[src/hw/rtl/sha1as_pkg.sv]
`timescale 1ns / 1ps
package sha1as_pkg;

	localparam int POS_W = 48;

	localparam logic [1:0] OP_DATA   = 2'd0;
	localparam logic [1:0] OP_FINISH = 2'd1;
	localparam logic [1:0] OP_CLEAR  = 2'd2;
	localparam logic [1:0] OP_SPARE  = 2'd3;

	localparam logic [2:0] ST_OK       = 3'd0;
	localparam logic [2:0] ST_OOO      = 3'd1;
	localparam logic [2:0] ST_DIGEST   = 3'd2;
	localparam logic [2:0] ST_EMPTY    = 3'd3;
	localparam logic [2:0] ST_MISMATCH = 3'd4;
	localparam logic [2:0] ST_INACTIVE = 3'd5;

	localparam logic [7:0] PAD_MARK = 8'h80;
	localparam int LEN_SHIFT = 3;

	localparam logic [31:0] SHA_IV [5] = '{
		32'h67452301, 32'hEFCDAB89, 32'h98BADCFE, 32'h10325476, 32'hC3D2E1F0
	};

	typedef enum logic [1:0] {
		PH_INACTIVE = 2'd0,
		PH_HASHING  = 2'd1,
		PH_DONE     = 2'd2,
		PH_SPARE    = 2'd3
	} phase_t;

	typedef enum logic [4:0] {
		SQ_IDLE  = 5'b00001,
		SQ_LOAD  = 5'b00010,
		SQ_ROUND = 5'b00100,
		SQ_ADD   = 5'b01000,
		SQ_EMIT  = 5'b10000
	} seq_t;

	typedef struct packed {
		logic [1:0]       opcode;
		logic [63:0]      data_word;
		logic [POS_W-1:0] position;
		logic [3:0]       valid_bytes;
		logic [POS_W-1:0] total_size;
	} in_beat_t;

	typedef struct packed {
		logic [2:0]  status;
		logic [31:0] digest_word;
		logic        last;
	} out_beat_t;

endpackage

[src/hw/rtl/sha1_append_stream_hasher_unit.sv]
`timescale 1ns / 1ps
// Data, clear and error beats put their result in the output register in the cycle after
// acceptance. A word that fills a 64-byte block then holds the input through the load, the
// SHA-1 rounds on the single round unit and the chain add. Finish runs one or two blocks
// and then five digest beats. The input stalls while a block is compressed or digest beats
// are sent. Async reset (arst_n low) loads the IV, clears fill and committed offset, sets
// hashing on; the block buffer is not reset.
module sha1_append_stream_hasher_unit
	import sha1as_pkg::*;
#(
	parameter int OFFSET_BITS = 48
) (
	input  logic      clk,
	input  logic      arst_n,
	input  logic      in_valid,
	output logic      in_stall,
	input  in_beat_t  in_beat,
	output logic      out_valid,
	input  logic      out_stall,
	output out_beat_t out_beat,
	input  logic      cfg_valid,
	output logic      cfg_ready,
	input  logic      cfg_enable
);

	// control state
	seq_t                   seq_q;
	phase_t                 phase_q;
	logic                   enable_q;
	logic [31:0]            chain_q [5];
	logic [6:0]             fill_q;
	logic [OFFSET_BITS-1:0] committed_q;
	logic [6:0]             rnd_q;
	logic                   blk_q;
	logic                   fin_q;
	logic                   n2_q;
	logic [6:0]             tail_q;
	logic [63:0]            len_q;
	logic [2:0]             emit_q;
	logic                   out_valid_q;
	out_beat_t              out_q;

	// datapath (no reset)
	logic [63:0] buf_q [8];
	logic [31:0] w_q [16];
	logic [31:0] a_q, b_q, c_q, d_q, e_q;

	logic                   in_take, out_free, out_set, fin_go;
	logic [OFFSET_BITS-1:0] pos_o, size_o, end_o;
	logic [63:0]            pos64, size64;
	logic [3:0]             vb_eff;
	logic                   in_order, data_restart, data_ok;
	logic [2:0]             data_st;
	logic [6:0]             fill_base, fill_new;
	logic [31:0]            bufw, msgw, sched, wt, f, k, t;

	// Builds one message word: buffer bytes, then on the final pass the pad mark,
	// zeros and the big-endian bit length at the end of the last block.
	function automatic logic [31:0] msg_word(input logic [31:0] bw, input logic [6:0] base,
			input logic fin, input logic [6:0] tail, input logic n2, input logic [63:0] len);
		logic [31:0] res;
		logic [7:0]  bi, lim, bb;
		logic [2:0]  li;
		res = '0;
		for (int j = 0; j < 4; j++) begin
			bi = {1'b0, base} + 8'(j);
			bb = bw[31 - 8*j -: 8];
			lim = n2 ? 8'd128 : 8'd64;
			li = 3'(lim - 8'd1 - bi);
			if (!fin || bi < {1'b0, tail}) begin
				res[31 - 8*j -: 8] = bb;
			end else if (bi == {1'b0, tail}) begin
				res[31 - 8*j -: 8] = PAD_MARK;
			end else if (bi >= lim - 8'd8 && bi < lim) begin
				res[31 - 8*j -: 8] = len[8*li +: 8];
			end else begin
				res[31 - 8*j -: 8] = 8'h00;
			end
		end
		return res;
	endfunction

	assign out_free  = !out_valid_q || !out_stall;
	assign in_stall  = !(seq_q == SQ_IDLE && out_free);
	assign in_take   = in_valid && !in_stall;
	assign cfg_ready = 1'b1;
	assign out_valid = out_valid_q;
	assign out_beat  = out_q;

	// offsets live modulo 2^OFFSET_BITS
	assign pos64  = 64'(in_beat.position);
	assign size64 = 64'(in_beat.total_size);
	assign pos_o  = pos64[OFFSET_BITS-1:0];
	assign size_o = size64[OFFSET_BITS-1:0];
	assign end_o  = committed_q + OFFSET_BITS'(fill_q);

	assign vb_eff       = (in_beat.valid_bytes > 4'd8) ? 4'd8 : in_beat.valid_bytes;
	assign in_order     = phase_q == PH_HASHING && fill_q[2:0] == 3'd0 && pos_o == end_o;
	assign data_restart = !in_order && pos_o == '0 && enable_q;
	assign data_ok      = in_order || data_restart;
	assign fill_base    = data_restart ? 7'd0 : fill_q;
	assign fill_new     = fill_base + {3'b000, vb_eff};

	// data beat status: zero-byte and accepted words are OK
	assign data_st = (in_beat.valid_bytes == 4'd0 || data_ok) ? ST_OK
		: ((phase_q == PH_HASHING || phase_q == PH_DONE) ? ST_OOO : ST_INACTIVE);

	// finish that goes on to padding and compression
	assign fin_go = phase_q == PH_HASHING && size_o != '0 && size_o == end_o;

	// output register loads a new beat this cycle
	assign out_set = (seq_q == SQ_EMIT && out_free)
		|| (seq_q == SQ_IDLE && in_take && (in_beat.opcode inside {OP_DATA, OP_CLEAR}
		|| (in_beat.opcode == OP_FINISH && phase_q != PH_DONE && !fin_go)));

	// round unit: schedule word, round function, new A
	assign bufw  = rnd_q[0] ? buf_q[rnd_q[3:1]][31:0] : buf_q[rnd_q[3:1]][63:32];
	assign msgw  = msg_word(bufw, {blk_q, rnd_q[3:0], 2'b00}, fin_q, tail_q, n2_q, len_q);
	assign sched = w_q[13] ^ w_q[8] ^ w_q[2] ^ w_q[0];
	assign wt    = (rnd_q < 7'd16) ? msgw : {sched[30:0], sched[31]};

	always_comb begin
		if (rnd_q inside {[7'd0:7'd19]}) begin
			f = (b_q & c_q) | (~b_q & d_q);
			k = 32'h5A827999;
		end else if (rnd_q inside {[7'd20:7'd39]}) begin
			f = b_q ^ c_q ^ d_q;
			k = 32'h6ED9EBA1;
		end else if (rnd_q inside {[7'd40:7'd59]}) begin
			f = (b_q & c_q) | (b_q & d_q) | (c_q & d_q);
			k = 32'h8F1BBCDC;
		end else begin
			f = b_q ^ c_q ^ d_q;
			k = 32'hCA62C1D6;
		end
		t = {a_q[26:0], a_q[31:27]} + f + e_q + k + wt;
	end

	always_ff @(posedge clk or negedge arst_n) begin
		if (!arst_n) begin
			seq_q       <= SQ_IDLE;
			phase_q     <= PH_HASHING;
			enable_q    <= 1'b1;
			for (int i = 0; i < 5; i++) chain_q[i] <= SHA_IV[i];
			fill_q      <= '0;
			committed_q <= '0;
			rnd_q       <= '0;
			blk_q       <= 1'b0;
			fin_q       <= 1'b0;
			n2_q        <= 1'b0;
			tail_q      <= '0;
			len_q       <= '0;
			emit_q      <= '0;
			out_valid_q <= 1'b0;
			out_q       <= '0;
		end else begin
			if (cfg_valid && cfg_ready) enable_q <= cfg_enable;
			if (out_set) begin
				out_valid_q <= 1'b1;
			end else if (out_valid_q && !out_stall) begin
				out_valid_q <= 1'b0;
			end

			case (seq_q)
				SQ_IDLE: begin
					if (in_take) begin
						case (in_beat.opcode)
							OP_DATA: begin
								out_q <= '{status: data_st, digest_word: '0, last: 1'b1};
								if (in_beat.valid_bytes != 4'd0) begin
									if (data_ok) begin
										if (data_restart) begin
											for (int i = 0; i < 5; i++) chain_q[i] <= SHA_IV[i];
											committed_q <= '0;
											phase_q     <= PH_HASHING;
										end
										fill_q <= fill_new;
										if (fill_new >= 7'd64) begin
											fin_q <= 1'b0;
											blk_q <= 1'b0;
											seq_q <= SQ_LOAD;
										end
									end else begin
										phase_q <= PH_INACTIVE;
									end
								end
							end
							OP_FINISH: begin
								if (phase_q == PH_DONE) begin
									emit_q <= '0;
									seq_q  <= SQ_EMIT;
								end else if (fin_go) begin
									fin_q  <= 1'b1;
									blk_q  <= 1'b0;
									tail_q <= fill_q;
									n2_q   <= fill_q >= 7'd56;
									len_q  <= 64'(size_o) << LEN_SHIFT;
									seq_q  <= SQ_LOAD;
								end else begin
									// error: report, then restart
									if (phase_q != PH_HASHING) begin
										out_q <= '{status: ST_INACTIVE, digest_word: '0, last: 1'b1};
									end else if (size_o == '0) begin
										out_q <= '{status: ST_EMPTY, digest_word: '0, last: 1'b1};
									end else begin
										out_q <= '{status: ST_MISMATCH, digest_word: '0, last: 1'b1};
									end
									for (int i = 0; i < 5; i++) chain_q[i] <= SHA_IV[i];
									fill_q      <= '0;
									committed_q <= '0;
									phase_q     <= enable_q ? PH_HASHING : PH_INACTIVE;
								end
							end
							OP_CLEAR: begin
								out_q <= '{status: enable_q ? ST_OK : ST_INACTIVE,
									digest_word: '0, last: 1'b1};
								for (int i = 0; i < 5; i++) chain_q[i] <= SHA_IV[i];
								fill_q      <= '0;
								committed_q <= '0;
								phase_q     <= enable_q ? PH_HASHING : PH_INACTIVE;
							end
							default: begin
							end
						endcase
					end
				end
				SQ_LOAD: begin
					rnd_q <= '0;
					seq_q <= SQ_ROUND;
				end
				SQ_ROUND: begin
					rnd_q <= rnd_q + 7'd1;
					if (rnd_q == 7'd79) seq_q <= SQ_ADD;
				end
				SQ_ADD: begin
					chain_q[0] <= chain_q[0] + a_q;
					chain_q[1] <= chain_q[1] + b_q;
					chain_q[2] <= chain_q[2] + c_q;
					chain_q[3] <= chain_q[3] + d_q;
					chain_q[4] <= chain_q[4] + e_q;
					if (fin_q && n2_q && !blk_q) begin
						blk_q <= 1'b1;
						seq_q <= SQ_LOAD;
					end else if (fin_q) begin
						phase_q <= PH_DONE;
						fill_q  <= '0;
						emit_q  <= '0;
						seq_q   <= SQ_EMIT;
					end else begin
						committed_q <= committed_q + OFFSET_BITS'(64);
						fill_q      <= '0;
						seq_q       <= SQ_IDLE;
					end
				end
				SQ_EMIT: begin
					if (out_free) begin
						out_q <= '{status: ST_DIGEST, digest_word: chain_q[emit_q],
							last: emit_q == 3'd4};
						if (emit_q == 3'd4) begin
							seq_q <= SQ_IDLE;
						end else begin
							emit_q <= emit_q + 3'd1;
						end
					end
				end
				default: seq_q <= SQ_IDLE;
			endcase
		end
	end

	// block buffer write and round datapath
	always_ff @(posedge clk) begin
		if (seq_q == SQ_IDLE && in_take && in_beat.opcode == OP_DATA
				&& in_beat.valid_bytes != 4'd0 && data_ok) begin
			buf_q[fill_base[5:3]] <= in_beat.data_word;
		end
		if (seq_q == SQ_LOAD) begin
			a_q <= chain_q[0];
			b_q <= chain_q[1];
			c_q <= chain_q[2];
			d_q <= chain_q[3];
			e_q <= chain_q[4];
		end else if (seq_q == SQ_ROUND) begin
			for (int i = 0; i < 15; i++) w_q[i] <= w_q[i+1];
			w_q[15] <= wt;
			e_q <= d_q;
			d_q <= c_q;
			c_q <= {b_q[1:0], b_q[31:2]};
			b_q <= a_q;
			a_q <= t;
		end
	end

endmodule
[config.mk]
export PLATFORM = sky130hd
export DESIGN_NAME = sha1_append_stream_hasher_unit
export DESIGN_NICKNAME = d
export VERILOG_FILES = /design/src/hw/rtl/sha1as_pkg.sv /design/src/hw/rtl/sha1_append_stream_hasher_unit.sv
export SDC_FILE = /design/constraint.sdc
export NUM_CORES = 2
export LEC_CHECK = 0
export CORE_MARGIN = 4
export CORE_UTILIZATION = 50
export CTS_CLUSTER_SIZE = 10
export DETAILED_ROUTE_END_ITERATION = 7
export DONT_BUFFER_PORTS = 1
export GPL_ROUTABILITY_DRIVEN = 0
export PLACE_DENSITY_LB_ADDON = 0.3
export SYNTH_ARGS = -nofsm -noshare
export SYNTH_HDL_FRONTEND = slang
export SYNTH_SLANG_ARGS = --single-unit
[constraint.sdc]
create_clock -name clk -period 31.5 [get_ports clk]
set_input_delay 6.3 -clock clk [delete_from_list [all_inputs] [get_ports clk]]
set_output_delay 6.3 -clock clk [all_outputs]
set_load 0.05 [all_outputs]
[Word-level counts from Yosys, hierarchy flattened]
Memory sizes are Yosys's and may differ from the RTL's.
Index checks and enable logic that the tools add are counted.
Word-level totals
  logic and storage cells: 331
  flip-flop bits (word level): 488
  bits in writable memories: 1024
  input port bits: 172
  output and inout port bits: 39
  memories: 2
Memory list
  buf_q: depth 8, bits a word 64, read ports 1, clocked after memory_dff 0, wr ports 1, RTL line sha1_append_stream_hasher_unit.sv:44  | logic [63:0] buf_q [8];
  w_q: depth 16, bits a word 32, read ports 16, clocked after memory_dff 0, wr ports 16, RTL line sha1_append_stream_hasher_unit.sv:45  | logic [31:0] w_q [16];
Operators by class
  add/subtract/negate cells: 23
  muxes and demuxes: 125
  bitwise gates (word level): 15
  shifts and indexed selects: 4
  reduce and logical (&&, ||, !) cells: 67
  $lt $le $gt $ge: 23
  eq/ne operators: 46
Operators by type and width (count)
  $mux 160: 6
  $mux 32: 19
  $pmux 160 s3: 1
  $mux 48: 8
  $pmux 160 s2: 1
  $add 32x32->32: 9
  $shiftx 64x7->8: 4
  $mux 36: 6
  $xor 32x32->32: 5
  $pmux 48 s3: 1
  $and 32x32->32: 4
  $pmux 36 s3: 1
  $mux 8: 13
  $bmux 32 s3: 1
  $eq 48x48->1: 2
  $logic_not 48->1: 2
  $or 32x32->32: 3
  $pmux 48 s2: 1
  $pmux 36 s2: 1
  $mux 5: 11
  $mux 7: 7
  $add 48x7->48: 1
  $add 48x7->48 const B: 1
  $reduce_bool 48->1: 1
  70 further kinds: 194

[Longest topological paths before layout]
  depth after elaboration: 15
  gate-level depth with buffers: 29
  depth with buffers taken out: 29

[Least setup slack after synthesis]
OpenSTA, ideal clock, no wires.
  kind: reg2reg
  from: register seq_q[0]
  to: register seq_q[0]
  arrival: 17409 ps
  cell stages (with the launch flop): 9
  path buffers: 0
  clock period less this slack: 17473 ps
  setup slack: 14027 ps
  setup time: 63 ps
  cells stage by stage: dfstp_2 > nor2_1 > nand3_1 > clkinv_1 > nor2_1 > inv_1 > or3_1 > o21ai_0 > a21bo_2
On the way
  cells in the longest elaborated chain, start to end: 5
RTL lines
  start: declaration: RTL line sha1_append_stream_hasher_unit.sv:27  | seq_t seq_q;
  start signal: assignment: RTL line sha1_append_stream_hasher_unit.sv:141  | seq_q <= SQ_IDLE;
  start signal: assignment: RTL line sha1_append_stream_hasher_unit.sv:181  | seq_q <= SQ_LOAD;
  start signal: assignment: RTL line sha1_append_stream_hasher_unit.sv:191  | seq_q <= SQ_EMIT;
  $eq 5x1->1: RTL line sha1_append_stream_hasher_unit.sv:84, sha1_append_stream_hasher_unit.sv:164
  $logic_and 1x1->1: RTL line sha1_append_stream_hasher_unit.sv:84  | assign in_stall = !(seq_q == SQ_IDLE && out_free);
  $logic_and 1x1->1: RTL line sha1_append_stream_hasher_unit.sv:85  | assign in_take = in_valid && !in_stall;
  $ne 2x2->1 (no source line)
  $reduce_and 9->1 (no source line)
Parallel ways exist; a longest one is shown, timed or not.
A chain may end at the register's enable or synchronous reset.

[Final worst setup path]
  from: input port out_stall
  to: output port in_stall
On the way
  cells in the longest elaborated chain, start to end: 4
RTL lines
  start: declaration: RTL line sha1_append_stream_hasher_unit.sv:19  | input logic out_stall,
  $logic_not 1->1: RTL line sha1_append_stream_hasher_unit.sv:83  | assign out_free = !out_valid_q || !out_stall;
  $logic_or 1x1->1: RTL line sha1_append_stream_hasher_unit.sv:83
  $logic_and 1x1->1: RTL line sha1_append_stream_hasher_unit.sv:84
  $logic_not 1->1: RTL line sha1_append_stream_hasher_unit.sv:84
  end: declaration: RTL line sha1_append_stream_hasher_unit.sv:16  | output logic in_stall,
No other way between the ends.

==> results.md <==
- Outcome: finished clean
- Worst Path Max Fanout: 7
- Hpwl dp: 126900 um
- CP Capture Type: output pin
- Number of global-route vias before repair: 45420
- Post-route ant nets: 0
- Final WS setup: 18.12 ns
- Worst VDD drop: 51.73 uV
- Pre-CTS WS: 18.12 ns
- Gr usage total: 0.2498
- Avg Inst Size Synth: 13.43 um2
- Nets: 5962
- Die Ht: 390.8 um
- Yosys reg bits: 1506
- Worst Hold Endpoint: w_q[1][204]
- Sink Count: 1506
- Post-cts resize count: 0
- Worst path depth: 2
- CTS max path bufs: 3
- Residual DRC count: 0
- Crit Path Class: input port to output pin
- Area delta synth->final: 10.12%
- Layout cells sized above 1: 0.1298
- Avg WL per Cell: 25.62 um
- Initial antenna violation count: 4
- CTS buffer count: 175
- Worst path cell trace: nand2_1 -> nand2_1
- Postcts setup bufs: 0
- # Max-Cap Violations: 0
- Port Buffer Count: 0
- Finished Cell Area: 80670 um2
- Core area: 145600 um2
- Cell count after placement: 7190
- Pin count of the biggest net entering global routing: 323
- CP peak stage delay: 0.52 ns
- Cts hold-fix bufs: 0
- Synth Flop Type: edfxtp_1
- Slew Viols, Final: 0
- Asr flop ratio synth: 0.2138
- Worst Hold Launch: w_q[1][236]
- Post-Synthesis Cells: 5457
- Power Total: 4.754 mW
- Area after DPL: 75320 um2
- Util after Layout: 0.5542
- Fin crit share: 0.4249
- WP buf/inv: 0
- Fillers: 11460
- Hold Path Stages: 0
- Die Footprint: 152700 um2
- RR Endpoint: a_q[31]
- Chip width: 390.8 um
- Pwr dens: 58.93 nW/um2
- I/O Pins: 211
- Starting DRT DRC Count: 5220
- CP Data Arrival Time: 7.08 ns
- Hold WS: 0.3798 ns
- Vias/cell: 6.204
- Period minus WS final: 13.38 ns
- Crit start category: input port
- Via count: 46370
- Post-synth cell types: 99
- Yosys warns: 0
- RSZ-0062 raised after global routing: no
- Root Buffer: clkbuf_16
- CP delay by family, top: simple AND/OR/NAND/NOR gates
- HP Class: flop to flop
- WL final: 191500 um
- Final setup TNS: 0 ns
- DR pass1 iterations: 6
- Slew @ Worst Pin: 1.310 ns
- EDFF count, synth: 1184
- Register area: 43730 um2
- Seq/Total Area, Yosys: 0.5967
- FF-to-FF path depth: 24
- Slowest stage cell, crit path: nand2_1
- Leakage: 28.96 nW
- Hold Vio Cnt, Final: 0
- RR Startpoint: rnd_q[1]
- Rel. slew slack: 0.1043
- H-tree depth: 4
- Final setup viols: 0
- Max Freq: 74.72 MHz
- Clock-pin slew on the worst setup and hold paths: 0.06 ns
- Grt total ovfl: 0
- Cell row count: 140
- Initial core utilization: 0.5033
- Data required, critical path: 25.20 ns
- Multi-input logic area: 28310 um2
- Synth Cell Area: 73260 um2
- First-pass GRT wire length: 288000 um
- R2R setup slack: 22.97 ns
- Clock Latency Late Sink: 0.83 ns
- Post-Syn Nets: 5969
- Non-Filler Instances: 7475
- CTS tree: yes
- Layout Skew: 0.05538 ns
- CP most frequent cell: nand2_1
-- final cells by class --
cell class              instances  share of cell area
diodes                          2          0.00006204
clock buffers                 261             0.06039
clock inverters                22            0.005894
inverters                     115            0.005506
multi-input cells            3598              0.3509
flip-flops and latches       1506              0.5420
well taps                    1917             0.02973
repair buffers                 54            0.005490
-- cell usage after synthesis, types with 19 or more instances --
master,instances,share of area
edfxtp_1,1184,0.49
nand2_1,732,0.038
a21oi_1,305,0.021
o21ai_0,275,0.019
nor2_1,264,0.014
dfrtp_1,239,0.082
xnor2_1,238,0.028
ha_1,214,0.037
mux4_2,192,0.059
clkbuf_1,172,0.0088
fa_1,126,0.034
xor2_1,123,0.015
inv_1,113,0.0058
a21o_1,83,0.0085
dfstp_2,83,0.030
nand3_1,82,0.0056
nor3_1,77,0.0053
mux2_2,63,0.0097
mux2i_1,52,0.0071
nor4_1,52,0.0044
nand2b_1,47,0.0040
nand4_1,44,0.0038
and3_1,41,0.0035
a22oi_1,37,0.0038
a211oi_1,35,0.0036
o31ai_1,34,0.0035
a31oi_1,33,0.0028
buf_2,31,0.0021
o221a_2,30,0.0046
or3_1,28,0.0024
and2_1,27,0.0023
buf_1,27,0.0014
o21a_1,27,0.0028
nor2b_1,25,0.0021
o21bai_1,23,0.0024
o41ai_2,19,0.0042
-- worst max-delay path by stage --
stage	to	slack, ns	from
3_3_place_gp	in_stall	18.16	out_stall
5_1_grt	in_stall	18.08	out_stall
6_report	in_stall	18.12	out_stall
4_1_cts	in_stall	18.12	out_stall
2_1_floorplan	seq_q[0]	14.03	seq_q[0]
3_5_place_dp	in_stall	18.12	out_stall
-- per-layer routing --
layer	share of wire	global-route usage	wire length [um]
met2	0.45	0.3764	86090
met5	0.000068	0	13
met3	0.087	0.05376	16750
met4	0.047	0.1079	8962
met1	0.42	0.3532	79680
-- cells by family after synthesis --
logic type | Yosys count | share of synthesized area
mux | 307 | 0.07581
xor+xnor | 370 | 0.04596
buf+inv | 353 | 0.01914
flops | 1506 | 0.5967
fa+ha+maj | 340 | 0.07098
simple gates | 1512 | 0.09591
compound gates | 1068 | 0.09544
other cells | 1 | 0.00005119
-- state kept, by name, summed over array words and instances, names as in the netlist, 36 cells and up --
register,cells
out_beat,36
chain_q,160
committed_q,42
w_q,512
buf_q,512
len_q,48
-- report_power, final --
group | internal, mW | switching (mW)
Combinational | 0.259 | 0.374
Sequential | 2.19 | 0.0433
Clock | 1.08 | 0.810
-- cells in the final DEF (no fill, tap or decap), drive strengths merged, types with 30 or more instances in the layout --
master | synthesis | final
a21oi | 306 | 306
edfxtp | 1184 | 1184
and3 | 41 | 41
dfstp | 83 | 83
o21ai | 279 | 279
a21o | 83 | 83
nand2 | 732 | 732
nand2b | 47 | 47
fa | 126 | 126
o221a | 30 | 30
mux4 | 192 | 192
nor3 | 81 | 81
clkbuf | 173 | 261
inv | 114 | 116
nand4 | 46 | 46
mux2i | 52 | 52
dfrtp | 239 | 239
xnor2 | 238 | 238
a22oi | 37 | 37
ha | 214 | 214
nor2 | 264 | 264
nor4 | 58 | 58
a211oi | 35 | 35
mux2 | 63 | 63
nand3 | 82 | 82
buf | 65 | 54
a31oi | 33 | 33
o31ai | 34 | 34
xor2 | 123 | 123
No activity file was read; power rests on OpenSTA's default activity.
